File: config.mk
export PLATFORM = sky130hd
export DESIGN_NAME = control_loop_health_monitor
export DESIGN_NICKNAME = d
export VERILOG_FILES = /design/src/rtl/clhm_pkg.sv /design/src/rtl/control_loop_health_monitor.sv /design/src/rtl/clhm_cfg.sv /design/src/rtl/clhm_timer.sv /design/src/rtl/clhm_core.sv
export SDC_FILE = /design/constraint.sdc
export NUM_CORES = 2
export LEC_CHECK = 0
export BUFFER_PORTS_ARGS = -buffer_cell sky130_fd_sc_hd__clkbuf_2
export CORE_MARGIN = 1
export CORE_UTILIZATION = 57
export CTS_CLUSTER_SIZE = 24
export DETAILED_ROUTE_END_ITERATION = 8
export GPL_ROUTABILITY_DRIVEN = 0
export PLACE_DENSITY = 0.78
export SLEW_MARGIN = 0
export SYNTH_ARGS = -nofsm -noshare
export SYNTH_HDL_FRONTEND = slang
export SYNTH_SLANG_ARGS = --single-unit
File: constraint.sdc
create_clock -name clk -period 10.4 [get_ports clk]
set_clock_uncertainty 0.1 [all_clocks]
set_input_delay 2.08 -clock clk [delete_from_list [all_inputs] [get_ports clk]]
set_output_delay 2.08 -clock clk [all_outputs]
set_load 0.05 [all_outputs]
File: src/rtl/clhm_pkg.sv
// shared types, register map and codes of the control loop health monitor
package clhm_pkg;

	// configuration port geometry
	localparam int ADDR_W = 5;
	localparam int DATA_W = 32;

	// default length of the error sign window
	localparam int SIGN_WINDOW_DEF = 8;

	// register indexes, at byte address 4*index
	localparam logic [2:0] REG_STUCK_LIMIT   = 3'd0;
	localparam logic [2:0] REG_DIVERGE_THR   = 3'd1;
	localparam logic [2:0] REG_OSC_LIMIT     = 3'd2;
	localparam logic [2:0] REG_STILL_BAND    = 3'd3;
	localparam logic [2:0] REG_DROPOUT_LIMIT = 3'd4;
	localparam logic [2:0] REG_STEADY_THR    = 3'd5;
	localparam logic [2:0] REG_SETTLE_LIMIT  = 3'd6;

	// register reset values
	localparam logic [31:0] RST_STUCK_LIMIT   = 32'd1000000;
	localparam logic [31:0] RST_DIVERGE_THR   = 32'd655360;
	localparam logic [2:0]  RST_OSC_LIMIT     = 3'd4;
	localparam logic [31:0] RST_STILL_BAND    = 32'd66;
	localparam logic [31:0] RST_DROPOUT_LIMIT = 32'd1000000;
	localparam logic [31:0] RST_STEADY_THR    = 32'd6554;
	localparam logic [31:0] RST_SETTLE_LIMIT  = 32'd5000000;

	// sign window entry codes
	localparam logic [1:0] SIGN_EMPTY = 2'd0;
	localparam logic [1:0] SIGN_POS   = 2'd1;
	localparam logic [1:0] SIGN_NEG   = 2'd2;

	// status bit positions
	localparam int ST_STUCK   = 0;
	localparam int ST_DIVERGE = 1;
	localparam int ST_OSC     = 2;
	localparam int ST_DROPOUT = 3;
	localparam int ST_UNREACH = 4;

	// command codes
	localparam logic CMD_EVAL  = 1'b0;
	localparam logic CMD_CLEAR = 1'b1;

	typedef struct packed {
		logic [31:0] stuck_limit;
		logic [31:0] diverge_thr;
		logic [2:0]  osc_limit;
		logic [31:0] still_band;
		logic [31:0] dropout_limit;
		logic [31:0] steady_thr;
		logic [31:0] settle_limit;
	} cfg_t;

	typedef struct packed {
		logic               command;
		logic signed [31:0] setpoint;
		logic signed [31:0] measurement;
		logic signed [31:0] drive_output;
		logic [23:0]        time_step;
	} sample_t;

	typedef struct packed {
		logic       fault;
		logic [4:0] status;
		logic [4:0] newly_set;
	} result_t;

endpackage

File: src/rtl/control_loop_health_monitor.sv
// top level of the control loop health monitor
//
// Sample channel (sample_valid/sample_ready) carries one word per control
// period: command, setpoint, measurement, drive_output and time_step.
// Result channel (result_valid/result_ready) returns one word per sample:
// fault, sticky status and the status bits newly set by that sample.
// Registers are to be written over the apb-style port only while the block is
// idle; the block itself does not enforce this. A word is taken into an input
// register and evaluated once the result register is free or being emptied;
// its result is loaded into the output register, with result_valid, at the end
// of that cycle. Throughput, set by the combinational per-sample state update
// (timers, sign window, history), is one word per cycle while results are taken.
// While the receiver stalls, the result holds and one more word is still
// taken into the input register; then sample_ready drops until it drains.
// Reset clears the status, timers, sign window, history and both pipeline
// registers, and loads the register defaults. A clear command does the
// same to the state but keeps the registers.
module control_loop_health_monitor #(
	parameter int SIGN_WINDOW = clhm_pkg::SIGN_WINDOW_DEF
) (
	input  logic                        clk,
	input  logic                        arst_n,
	input  logic                        psel,
	input  logic                        penable,
	input  logic                        pwrite,
	input  logic [clhm_pkg::ADDR_W-1:0] paddr,
	input  logic [clhm_pkg::DATA_W-1:0] pwdata,
	output logic [clhm_pkg::DATA_W-1:0] prdata,
	output logic                        pready,
	input  logic                        sample_valid,
	output logic                        sample_ready,
	input  logic                        command,
	input  logic signed [31:0]          setpoint,
	input  logic signed [31:0]          measurement,
	input  logic signed [31:0]          drive_output,
	input  logic [23:0]                 time_step,
	output logic                        result_valid,
	input  logic                        result_ready,
	output logic                        fault,
	output logic [4:0]                  status,
	output logic [4:0]                  newly_set
);
	import clhm_pkg::*;

	cfg_t    cfg;
	sample_t smp_s1;
	logic    valid_s1;
	logic    adv;
	result_t res;
	result_t res_s2;
	logic    valid_s2;

	assign pready = 1'b1;

	clhm_cfg u_cfg (
		.clk(clk), .arst_n(arst_n), .psel(psel), .penable(penable),
		.pwrite(pwrite), .paddr(paddr), .pwdata(pwdata), .prdata(prdata), .cfg(cfg)
	);

	// evaluate when the result register is free or being emptied
	assign adv          = valid_s1 & (~valid_s2 | result_ready);
	assign sample_ready = ~valid_s1 | adv;

	// input register
	always_ff @(posedge clk or negedge arst_n) begin
		if (!arst_n) begin
			valid_s1 <= 1'b0;
		end else if (sample_ready) begin
			valid_s1 <= sample_valid;
		end
	end

	always_ff @(posedge clk) begin
		if (sample_valid && sample_ready) begin
			smp_s1.command      <= command;
			smp_s1.setpoint     <= setpoint;
			smp_s1.measurement  <= measurement;
			smp_s1.drive_output <= drive_output;
			smp_s1.time_step    <= time_step;
		end
	end

	clhm_core #(.SIGN_WINDOW(SIGN_WINDOW)) u_core (
		.clk(clk), .arst_n(arst_n), .step(adv), .smp(smp_s1), .cfg(cfg), .res(res)
	);

	// result register
	always_ff @(posedge clk or negedge arst_n) begin
		if (!arst_n) begin
			valid_s2 <= 1'b0;
		end else if (adv) begin
			valid_s2 <= 1'b1;
		end else if (result_ready) begin
			valid_s2 <= 1'b0;
		end
	end

	always_ff @(posedge clk) begin
		if (adv) begin
			res_s2 <= res;
		end
	end

	assign result_valid = valid_s2;
	assign fault        = res_s2.fault;
	assign status       = res_s2.status;
	assign newly_set    = res_s2.newly_set;

endmodule

File: src/rtl/clhm_cfg.sv
// configuration register file behind the apb-style port
module clhm_cfg (
	input  logic                           clk,
	input  logic                           arst_n,
	input  logic                           psel,
	input  logic                           penable,
	input  logic                           pwrite,
	input  logic [clhm_pkg::ADDR_W-1:0]    paddr,
	input  logic [clhm_pkg::DATA_W-1:0]    pwdata,
	output logic [clhm_pkg::DATA_W-1:0]    prdata,
	output clhm_pkg::cfg_t                 cfg
);
	import clhm_pkg::*;

	cfg_t       cfg_q;
	logic [2:0] reg_idx;
	logic       wr_en;

	assign reg_idx = paddr[ADDR_W-1:2];
	assign wr_en   = psel & penable & pwrite;
	assign cfg     = cfg_q;

	// register writes, indexes beyond the map are dropped
	always_ff @(posedge clk or negedge arst_n) begin
		if (!arst_n) begin
			cfg_q.stuck_limit   <= RST_STUCK_LIMIT;
			cfg_q.diverge_thr   <= RST_DIVERGE_THR;
			cfg_q.osc_limit     <= RST_OSC_LIMIT;
			cfg_q.still_band    <= RST_STILL_BAND;
			cfg_q.dropout_limit <= RST_DROPOUT_LIMIT;
			cfg_q.steady_thr    <= RST_STEADY_THR;
			cfg_q.settle_limit  <= RST_SETTLE_LIMIT;
		end else if (wr_en) begin
			unique case (reg_idx)
				REG_STUCK_LIMIT:   cfg_q.stuck_limit   <= pwdata;
				REG_DIVERGE_THR:   cfg_q.diverge_thr   <= pwdata;
				REG_OSC_LIMIT:     cfg_q.osc_limit     <= pwdata[2:0];
				REG_STILL_BAND:    cfg_q.still_band    <= pwdata;
				REG_DROPOUT_LIMIT: cfg_q.dropout_limit <= pwdata;
				REG_STEADY_THR:    cfg_q.steady_thr    <= pwdata;
				REG_SETTLE_LIMIT:  cfg_q.settle_limit  <= pwdata;
				default: ;
			endcase
		end
	end

	// read mux
	always_comb begin
		unique case (reg_idx)
			REG_STUCK_LIMIT:   prdata = cfg_q.stuck_limit;
			REG_DIVERGE_THR:   prdata = cfg_q.diverge_thr;
			REG_OSC_LIMIT:     prdata = {29'd0, cfg_q.osc_limit};
			REG_STILL_BAND:    prdata = cfg_q.still_band;
			REG_DROPOUT_LIMIT: prdata = cfg_q.dropout_limit;
			REG_STEADY_THR:    prdata = cfg_q.steady_thr;
			REG_SETTLE_LIMIT:  prdata = cfg_q.settle_limit;
			default:           prdata = '0;
		endcase
	end

endmodule

File: src/rtl/clhm_timer.sv
// saturating microsecond timer with half-sample-biased limit test
module clhm_timer (
	input  logic        clk,
	input  logic        arst_n,
	input  logic        upd,
	input  logic        clr,
	input  logic        moved,
	input  logic [23:0] dt,
	input  logic [31:0] limit,
	output logic        pass
);
	logic [31:0] timer_q;
	logic [32:0] sum;
	logic [31:0] timer_nx;
	logic [33:0] lhs;
	logic [33:0] rhs;

	// restart on movement, else accumulate and saturate
	always_comb begin
		sum      = {1'b0, timer_q} + {9'd0, dt};
		timer_nx = moved ? 32'd0 : (sum[32] ? 32'hFFFF_FFFF : sum[31:0]);
		lhs      = {1'b0, timer_nx, 1'b0} + {10'd0, dt};
		rhs      = {1'b0, limit, 1'b0};
		pass     = lhs >= rhs;
	end

	always_ff @(posedge clk or negedge arst_n) begin
		if (!arst_n) begin
			timer_q <= '0;
		end else if (clr) begin
			timer_q <= '0;
		end else if (upd) begin
			timer_q <= timer_nx;
		end
	end

endmodule

File: src/rtl/clhm_core.sv
// per-sample evaluation: error, history, sign window and sticky status
module clhm_core #(
	parameter int SIGN_WINDOW = clhm_pkg::SIGN_WINDOW_DEF
) (
	input  logic              clk,
	input  logic              arst_n,
	input  logic              step,
	input  clhm_pkg::sample_t smp,
	input  clhm_pkg::cfg_t    cfg,
	output clhm_pkg::result_t res
);
	import clhm_pkg::*;

	localparam int PTR_W = $clog2(SIGN_WINDOW);
	localparam int CNT_W = $clog2(SIGN_WINDOW + 1);
	localparam logic [PTR_W-1:0] PTR_LAST = PTR_W'(SIGN_WINDOW - 1);

	logic               hist_q;
	logic signed [32:0] last_err_q;
	logic signed [31:0] last_meas_q;
	logic signed [31:0] last_sp_q;
	logic signed [31:0] last_drive_q;
	logic [4:0]         status_q;
	logic [1:0]         win_q [SIGN_WINDOW];
	logic [PTR_W-1:0]   ptr_q;

	logic               is_clear;
	logic               zero_dt;
	logic               upd;
	logic               clr;
	logic signed [32:0] err;
	logic [32:0]        err_abs;
	logic signed [33:0] de;
	logic signed [32:0] mdiff;
	logic [32:0]        mdiff_abs;
	logic               drive_moved;
	logic               meas_moved;
	logic               stepped;
	logic               stuck_pass;
	logic               drop_pass;
	logic               settle_pass;
	logic               diverge;
	logic               osc;
	logic               unreach;
	logic [1:0]         code;
	logic [1:0]         win_nx [SIGN_WINDOW];
	logic [PTR_W-1:0]   ptr_nx;
	logic [CNT_W-1:0]   chg_cnt;
	logic [4:0]         status_nx;

	assign is_clear = smp.command == CMD_CLEAR;
	assign zero_dt  = smp.time_step == 24'd0;
	assign upd      = step & ~is_clear & ~zero_dt;
	assign clr      = step & is_clear;

	// error and its change against the previous sample
	always_comb begin
		err       = {smp.setpoint[31], smp.setpoint} - {smp.measurement[31], smp.measurement};
		err_abs   = err[32] ? 33'(-err) : 33'(err);
		de        = {err[32], err} - {last_err_q[32], last_err_q};
		mdiff     = {smp.measurement[31], smp.measurement} - {last_meas_q[31], last_meas_q};
		mdiff_abs = mdiff[32] ? 33'(-mdiff) : 33'(mdiff);
	end

	// movement detectors
	assign drive_moved = hist_q && (smp.drive_output != last_drive_q);
	assign meas_moved  = hist_q && (mdiff_abs >= {1'b0, cfg.still_band});
	assign stepped     = hist_q && (smp.setpoint != last_sp_q);

	clhm_timer u_stuck (
		.clk(clk), .arst_n(arst_n), .upd(upd), .clr(clr), .moved(drive_moved),
		.dt(smp.time_step), .limit(cfg.stuck_limit), .pass(stuck_pass)
	);

	clhm_timer u_dropout (
		.clk(clk), .arst_n(arst_n), .upd(upd), .clr(clr), .moved(meas_moved),
		.dt(smp.time_step), .limit(cfg.dropout_limit), .pass(drop_pass)
	);

	clhm_timer u_settle (
		.clk(clk), .arst_n(arst_n), .upd(upd), .clr(clr), .moved(stepped),
		.dt(smp.time_step), .limit(cfg.settle_limit), .pass(settle_pass)
	);

	// diverging: large error moving further from zero
	assign diverge = (err_abs > {1'b0, cfg.diverge_thr}) &&
		((!err[32] && (err != '0) && !de[33] && (de != '0)) || (err[32] && de[33]));

	// sign window after writing this sample's code
	assign code   = err[32] ? SIGN_NEG : SIGN_POS;
	assign ptr_nx = (ptr_q == PTR_LAST) ? '0 : ptr_q + 1'b1;

	always_comb begin
		for (int j = 0; j < SIGN_WINDOW; j++) begin
			win_nx[j] = (PTR_W'(j) == ptr_q) ? code : win_q[j];
		end
	end

	// sign changes over adjacent pairs, skipping the newest-to-oldest wrap
	always_comb begin
		chg_cnt = '0;
		for (int j = 0; j < SIGN_WINDOW; j++) begin
			if ((PTR_W'(j) != ptr_q) && (win_nx[j] != SIGN_EMPTY) &&
				(win_nx[j] != win_nx[(j + 1) % SIGN_WINDOW])) begin
				chg_cnt = chg_cnt + CNT_W'(1);
			end
		end
	end

	assign osc     = 32'(chg_cnt) > {29'd0, cfg.osc_limit};
	assign unreach = settle_pass && (err_abs > {1'b0, cfg.steady_thr});

	always_comb begin
		status_nx = status_q;
		if (stuck_pass) status_nx[ST_STUCK]   = 1'b1;
		if (diverge)    status_nx[ST_DIVERGE] = 1'b1;
		if (osc)        status_nx[ST_OSC]     = 1'b1;
		if (drop_pass)  status_nx[ST_DROPOUT] = 1'b1;
		if (unreach)    status_nx[ST_UNREACH] = 1'b1;
	end

	// result word for this sample
	always_comb begin
		priority if (is_clear) begin
			res.fault     = 1'b0;
			res.status    = '0;
			res.newly_set = '0;
		end else if (zero_dt) begin
			res.fault     = 1'b1;
			res.status    = status_q;
			res.newly_set = '0;
		end else begin
			res.fault     = 1'b0;
			res.status    = status_nx;
			res.newly_set = status_nx & ~status_q;
		end
	end

	// history and status state
	always_ff @(posedge clk or negedge arst_n) begin
		if (!arst_n) begin
			hist_q       <= 1'b0;
			last_err_q   <= '0;
			last_meas_q  <= '0;
			last_sp_q    <= '0;
			last_drive_q <= '0;
			status_q     <= '0;
			ptr_q        <= '0;
			for (int j = 0; j < SIGN_WINDOW; j++) win_q[j] <= SIGN_EMPTY;
		end else if (clr) begin
			hist_q       <= 1'b0;
			last_err_q   <= '0;
			last_meas_q  <= '0;
			last_sp_q    <= '0;
			last_drive_q <= '0;
			status_q     <= '0;
			ptr_q        <= '0;
			for (int j = 0; j < SIGN_WINDOW; j++) win_q[j] <= SIGN_EMPTY;
		end else if (upd) begin
			hist_q       <= 1'b1;
			last_err_q   <= err;
			last_meas_q  <= smp.measurement;
			last_sp_q    <= smp.setpoint;
			last_drive_q <= smp.drive_output;
			status_q     <= status_nx;
			ptr_q        <= ptr_nx;
			for (int j = 0; j < SIGN_WINDOW; j++) win_q[j] <= win_nx[j];
		end
	end

endmodule

After elaboration in Yosys (flattened, before gate mapping)
Index checks and enable logic that the tools add are counted.
{"block": "word_totals", "ram_bits": 0, "memories": 0, "ff_bits": 579, "mem_bits_ro": 0, "latch_bits": 0, "inputBits": 165, "out_inout_bits": 46, "elab_cells": 216}
{"block": "op_classes", "n_reduce_logical": 53, "n_lt_le_gt_ge": 7, "eq_ne": 31, "n_bitwise": 14, "n_shift": 0, "n_addsub": 19, "div": 0, "mul": 0, "muxes": 57}
{"op": "two-way mux 32 bit", "count": 18}
{"op": "case mux 32 bit (7 select lines)", "count": 1}
{"op": "two-way mux 33 bit", "count": 4}
{"op": "adder 33 x 24 -> 34 bit", "count": 3}
{"op": ">= comparator 34 x 33 -> 1 bit", "count": 3}
{"op": "adder 32 x 24 -> 33 bit", "count": 3}
{"op": "> comparator 33 x 32 -> 1 bit", "count": 2}
{"op": "negator 33 bit", "count": 2}
{"op": "subtractor 32 x 32 -> 33 bit", "count": 2}
{"op": "!= test 32 bit", "count": 2}
{"op": "nonzero test 34 bit", "count": 1}
{"op": "subtractor 33 x 33 -> 34 bit", "count": 1}
{"op": ">= comparator 33 x 32 -> 1 bit", "count": 1}
{"op": "nonzero test 33 bit", "count": 1}
{"op": "two-way mux 16 bit", "count": 2}
{"op": "two-way mux 4 bit", "count": 7}
{"op": "logical AND 1 bit", "count": 26}
{"op": "adder 4 x 1 -> 4 bit (second input constant)", "count": 6}
{"op": "zero test 24 bit", "count": 1}
{"op": "nonzero test 2 bit", "count": 10}
{"op": "two-way mux 2 bit", "count": 9}
{"op": "!= test 2 bit", "count": 8}
{"op": "AND reduction 2 bit", "count": 7}
{"op": "== test 3 bit (first input constant)", "count": 4}
{"op": "25 further kinds", "count": 57}

Longest topological paths before layout
{"block": "depth", "word_depth": 25, "mapped_depth": 59, "mapped_depth_nobuf": 56}

Cells and area by module
A second synthesis with hierarchy kept.
{"block": "hier_totals", "hier_cells": 4833, "area_unflattened_um2": 45363.5}
{"module": "clhm_core", "cells_each": 2101, "area_each_um2": 16980.0, "n_inst": 1, "seq_area_each_um2": 3853.7}
{"module": "clhm_timer at u_core.u_settle ...", "cells_each": 651, "area_each_um2": 5103.6, "n_inst": 2, "seq_area_each_um2": 800.8}
{"module": "clhm_cfg", "cells_each": 631, "area_each_um2": 9001.1, "n_inst": 1, "seq_area_each_um2": 4922.2}
{"module": "clhm_timer at u_core.u_dropout", "cells_each": 657, "area_each_um2": 5096.1, "n_inst": 1, "seq_area_each_um2": 800.8}
{"module": "control_loop_health_monitor", "cells_each": 142, "area_each_um2": 4078.9, "n_inst": 1, "seq_area_each_um2": 4013.8}

Least setup slack after synthesis
OpenSTA, ideal clock, no wires.
{"block": "synth_timing", "kind": "register -> register", "startpoint": "register smp_s1[56] (netlist name)", "endpoint": "register res_s2 (netlist bit status[3]), data pin", "required_time_ps": 10041, "n_path_buf": 4, "arrival_ps": 10620, "setup_time_ps": 259, "path_stages_with_launch": 60, "synth_period_minus_slack_ps": 10979, "slack_ps": -579, "path_cell_list": "edfxtp_1 -> inv_1 -> ha_1 -> fa_1 -> nor2b_1 -> o21a_1 -> o21ai_0 -> a211oi_1 -> o41a_1 -> a2111oi_0 -> o31ai_1 -> nand2_1 -> a21oi_1 -> clkbuf_1 -> a21o_1 -> xor2_1 -> ha_1 -> a21o_1 -> [... 24 more ...] -> a21boi_0 -> o41a_1 -> a41o_1 -> o21ai_0 -> nor4b_1 -> nand3_1 -> xnor2_1 -> nor2_1 -> ha_1 -> nand2_1 -> nor2_1 -> nand3_1 -> nor3_1 -> a31oi_1 -> nand3_1 -> o21ai_0 -> nor2_1 -> o31a_1"}
{"block": "synth_between", "elab_chain_cells": 10}
{"element": "start, declared", "line": "control_loop_health_monitor.sv:46", "source": "sample_t smp_s1;"}
{"element": "subtractor 32 x 32 -> 33 bit *", "line": "clhm_core.sv:61", "source": "mdiff = {smp.measurement[31], smp.measurement} - {last_meas_q[31], last_meas_q};"}
{"element": "negator 33 bit", "line": "clhm_core.sv:62", "source": "mdiff_abs = mdiff[32] ? 33'(-mdiff) : 33'(mdiff);"}
{"element": "two-way mux 33 bit *", "line": "clhm_core.sv:62"}
{"element": ">= comparator 33 x 32 -> 1 bit *", "line": "clhm_core.sv:67", "source": "assign meas_moved = hist_q && (mdiff_abs >= {1'b0, cfg.still_band});"}
{"element": "logical AND 1 bit *", "line": "clhm_core.sv:67"}
{"element": "two-way mux 32 bit *", "line": "clhm_timer.sv:21", "source": "timer_nx = moved ? 32'd0 : (sum[32] ? 32'hFFFF_FFFF : sum[31:0]);"}
{"element": "adder 33 x 24 -> 34 bit *", "line": "clhm_timer.sv:22", "source": "lhs = {1'b0, timer_nx, 1'b0} + {10'd0, dt};"}
{"element": ">= comparator 34 x 33 -> 1 bit *", "line": "clhm_timer.sv:24", "source": "pass = lhs >= rhs;"}
{"element": "two-way mux 1 bit *", "line": "clhm_core.sv:118", "source": "if (drop_pass) status_nx[ST_DROPOUT] = 1'b1;"}
{"element": "two-way mux 11 bit *", "line": "clhm_core.sv:128", "source": "end else if (zero_dt) begin"}
{"element": "end signal, assigned", "line": "control_loop_health_monitor.sv:100", "source": "res_s2 <= res;"}
{"element": "end, declared", "line": "control_loop_health_monitor.sv:50", "source": "result_t res_s2;"}
Every way passes the cells marked *; elsewhere a longest branch is shown, timed or not.
A chain may end at the register's enable or synchronous reset.

Worst setup path in the final report
{"block": "layout_timing", "startpoint": "register smp_s1[64] (netlist name)", "endpoint": "register res_s2 (netlist bit status[3]), data pin"}
The elaborated chain is that of the path after synthesis.

==> results.tsv <==
metric	value	unit
status	finished with violations	
violations	setup timing	
cts.sink_count	579	
wl	137000	um
first_pass_iters	8	
ys_seq_elements	579	
cts_buffer_depth	3	
synth_edf_count	132	
dr_wl_met2	60500	um
endpoint_kind	flip-flop	
multi_input_comb_area	0.0258	mm2
final_core_util	0.658	
grt_pass1_vias	37100	
worst_slack	-0.230	ns
syn_inst	4779	
critPathArrivalTime	10.90	ns
crit_required	10.67	ns
critPathKind	flip-flop to flip-flop	
dr_wl_met3	13200	um
rsz0062_at_grt	true	
regArea	0.0152	mm2
drive_above_1_share	0.140	
std_cell_rows	100	
final_nets	5744	
syn_area	0.0427	mm2
tightest_slew	1.08	ns
hold_class	flip-flop to flip-flop	
yosys_warnings	0	
cap_violations	0	
die_x	276	um
boundaryPins	211	
area_growth	14.5	%
slew_viol_final	0	
avgRoutedWirePerCell	22.2	um
viasPerCell	6.39	
period_share	1.02	
drtIter0Drc	4455	
p_leak	22.8	nW
dieArea	0.0761	mm2
synth.area.top_cells	dfrtp_1 24%, ha_1 13%, edfxtp_1 9.3%	
synthArstFlopShare	0.772	
setup_viol	3	
ctsRootBufferMaster	clkbuf_16	
grt_max_degree	152	
antenna_found_initial	8	
fillers	5978	
p_per_area	252	mW/mm2
port_buffers	207	
yosys.area.top_type	dfrtp_1	
synthFlopType	dfrtp_1	
clk_latency	0.66	ns
yosysMostFrequentCell	ha_1	
grt_pass1_wl	207000	um
die_y	276	um
path_common_cell	buf_4	
max_stage_delay	0.60	ns
synth_area_per_cell	8.94	um2
fin_crit	10.63	ns
dp_cells	5994	
critPathMaxFanout	4	
ir_drop	0.154	mV
cts_tree	yes	
stdcell_count	6155	
total_power	12.3	mW
wl_met1	54700	um
design.core.area	0.0743	mm2
yosysSeqAreaShare	0.355	
fmax	0.0941	GHz
track_usage	0.351	
synthesis.nets	5401	
cts_buffers	70	
grt_overflow	0	
crit_path_start_kind	flip-flop	
dr.max_layer_used	met5	
antenna_left	0	
num_vias	39326	
max_slew_margin	0.276	
synth_cell_types	107	
synth.cells.most_frequent	448 x ha_1, 446 x o21ai_0, 428 x inv_1	
yosysTopAreaCellShare	0.242	
slowest_stage	or4_1	
hpwl	101000	um
start_util	0.575	
path_clk_slew	0.06	ns
hold_viol_final	0	
drcViolationCount	0	
cts_htree_levels	3	
## placed cells by master, fill, tap and decap left out, drive strengths merged, types with 46 or more instances in the layout
cell	Yosys	routed
a21oi	322	322
inv	429	432
nor2	237	237
edfxtp	132	132
nor2b	66	66
nand4	73	73
nand2b	46	46
o21ai	470	470
buf	19	222
xnor2	211	211
ha	448	448
a22o	152	152
xor2	120	120
nor3	65	65
nand3	80	80
o21a	87	87
clkbuf	138	302
dfrtp	413	413
o22ai	52	52
a21o	139	139
nand2	424	424
## worst max-delay path: cells and delay by family (launching register included)
kind | cells | cell delay, ns
mux | 1 | 0.32
buf+inv | 9 | 1.23
fa+ha+maj | 4 | 1.25
simple gates | 14 | 2.21
xor+xnor | 2 | 0.36
flops | 1 | 0.44
compound gates | 22 | 4.41
## repair_timing
item	4_1_cts	5_1_grt
setup buffers	12	13
gates resized for setup	38	58
hold buffers	0	0
pin swaps	43	60
endpoints found under the hold margin	0	0
endpoints found under the setup margin	3	9
## sequential cells by signal (all words and copies together) (netlist names)
register and cells:
fault 1, u_core.u_stuck.timer_q 32, u_core.ptr_q 3, u_core.u_dropout.timer_q 32
newly_set 5, u_core.last_err_q 33, u_core.last_sp_q 32, u_core.last_drive_q 32
u_core.status_q 5, status 5, valid_s1 1, u_core.hist_q 1
smp_s1 121, result_valid 1, u_core.u_settle.timer_q 32, u_cfg.cfg 195
u_core.last_meas_q 32, u_core.win_q 16
## cells by family (layout without fill, tap and decap cells)
| kind of cell | after synthesis | count (layout) | synth area share |
|---|---|---|---|
| buffers and inverters | 587 | 987 | 0.0526 |
| AO/OA/AOI/OAI | 1586 | 1586 | 0.243 |
| adder cells (fa/ha/maj) | 458 | 458 | 0.136 |
| other | 1 | 8 | 0.0000877 |
| flip-flops | 579 | 579 | 0.355 |
| XOR/XNOR | 332 | 332 | 0.0684 |
| multiplexers | 33 | 33 | 0.00831 |
| AND/OR/NAND/NOR | 1203 | 1203 | 0.137 |
## per-layer routing
layer,GRT usage,up-vias
met2,0.546,2051
li1,-,18047
met1,0.453,18784
met5,0,-
met4,0.199,4
met3,0.0751,440
## report_power, final
group | leakage [nW] | internal, mW | total, mW | switching (mW)
sequential | 6.80 | 2.74 | 2.99 | 0.251
clock | 1.16 | 1.46 | 2.54 | 1.08
combinational | 14.8 | 2.89 | 6.81 | 3.92
## path summary, 6_finish.rpt
check | from | end | slack [ns] | cells after the start
max in group asynchronous | arst_n | u_core.win_q[10] | 7.28 | 2
worst max register to register | smp_s1[64] | status[3] | -0.23 | 52
worst min-delay path | u_core.u_stuck.timer_q[23] | u_core.u_stuck.timer_q[23] | 0.39 | 2
worst max-delay path | smp_s1[64] | status[3] | -0.23 | 52
min in group asynchronous | arst_n | u_cfg.cfg[105] | 1.37 | 1
worst min register to register | u_core.u_stuck.timer_q[23] | u_core.u_stuck.timer_q[23] | 0.39 | 2
## cell type report
cell class,count,share of cell area
Inverter,430,0.0330
Antenna cell,7,0.000358
Sequential cell,579,0.311
Clock buffer,96,0.0407
Multi-Input combinational cell,3613,0.527
Timing Repair Buffer,428,0.0560
Clock inverter,33,0.00772
Tap cell,969,0.0248
## metrics by stage
stage          setup slack [ns]  setup TNS [ns]  hold WS [ns]  area, um2
2_1_floorplan            0.0513               0         0.354      42800
3_3_place_gp             -0.738           -2.00         0.364      46000
3_5_place_dp             -0.866           -2.41         0.379      46000
4_1_cts                  -0.251          -0.645         0.393      48600
5_1_grt                  -0.506           -1.42         0.416      48900
6_report                 -0.230          -0.577         0.395      48900
(Power assumes the default switching activity.)
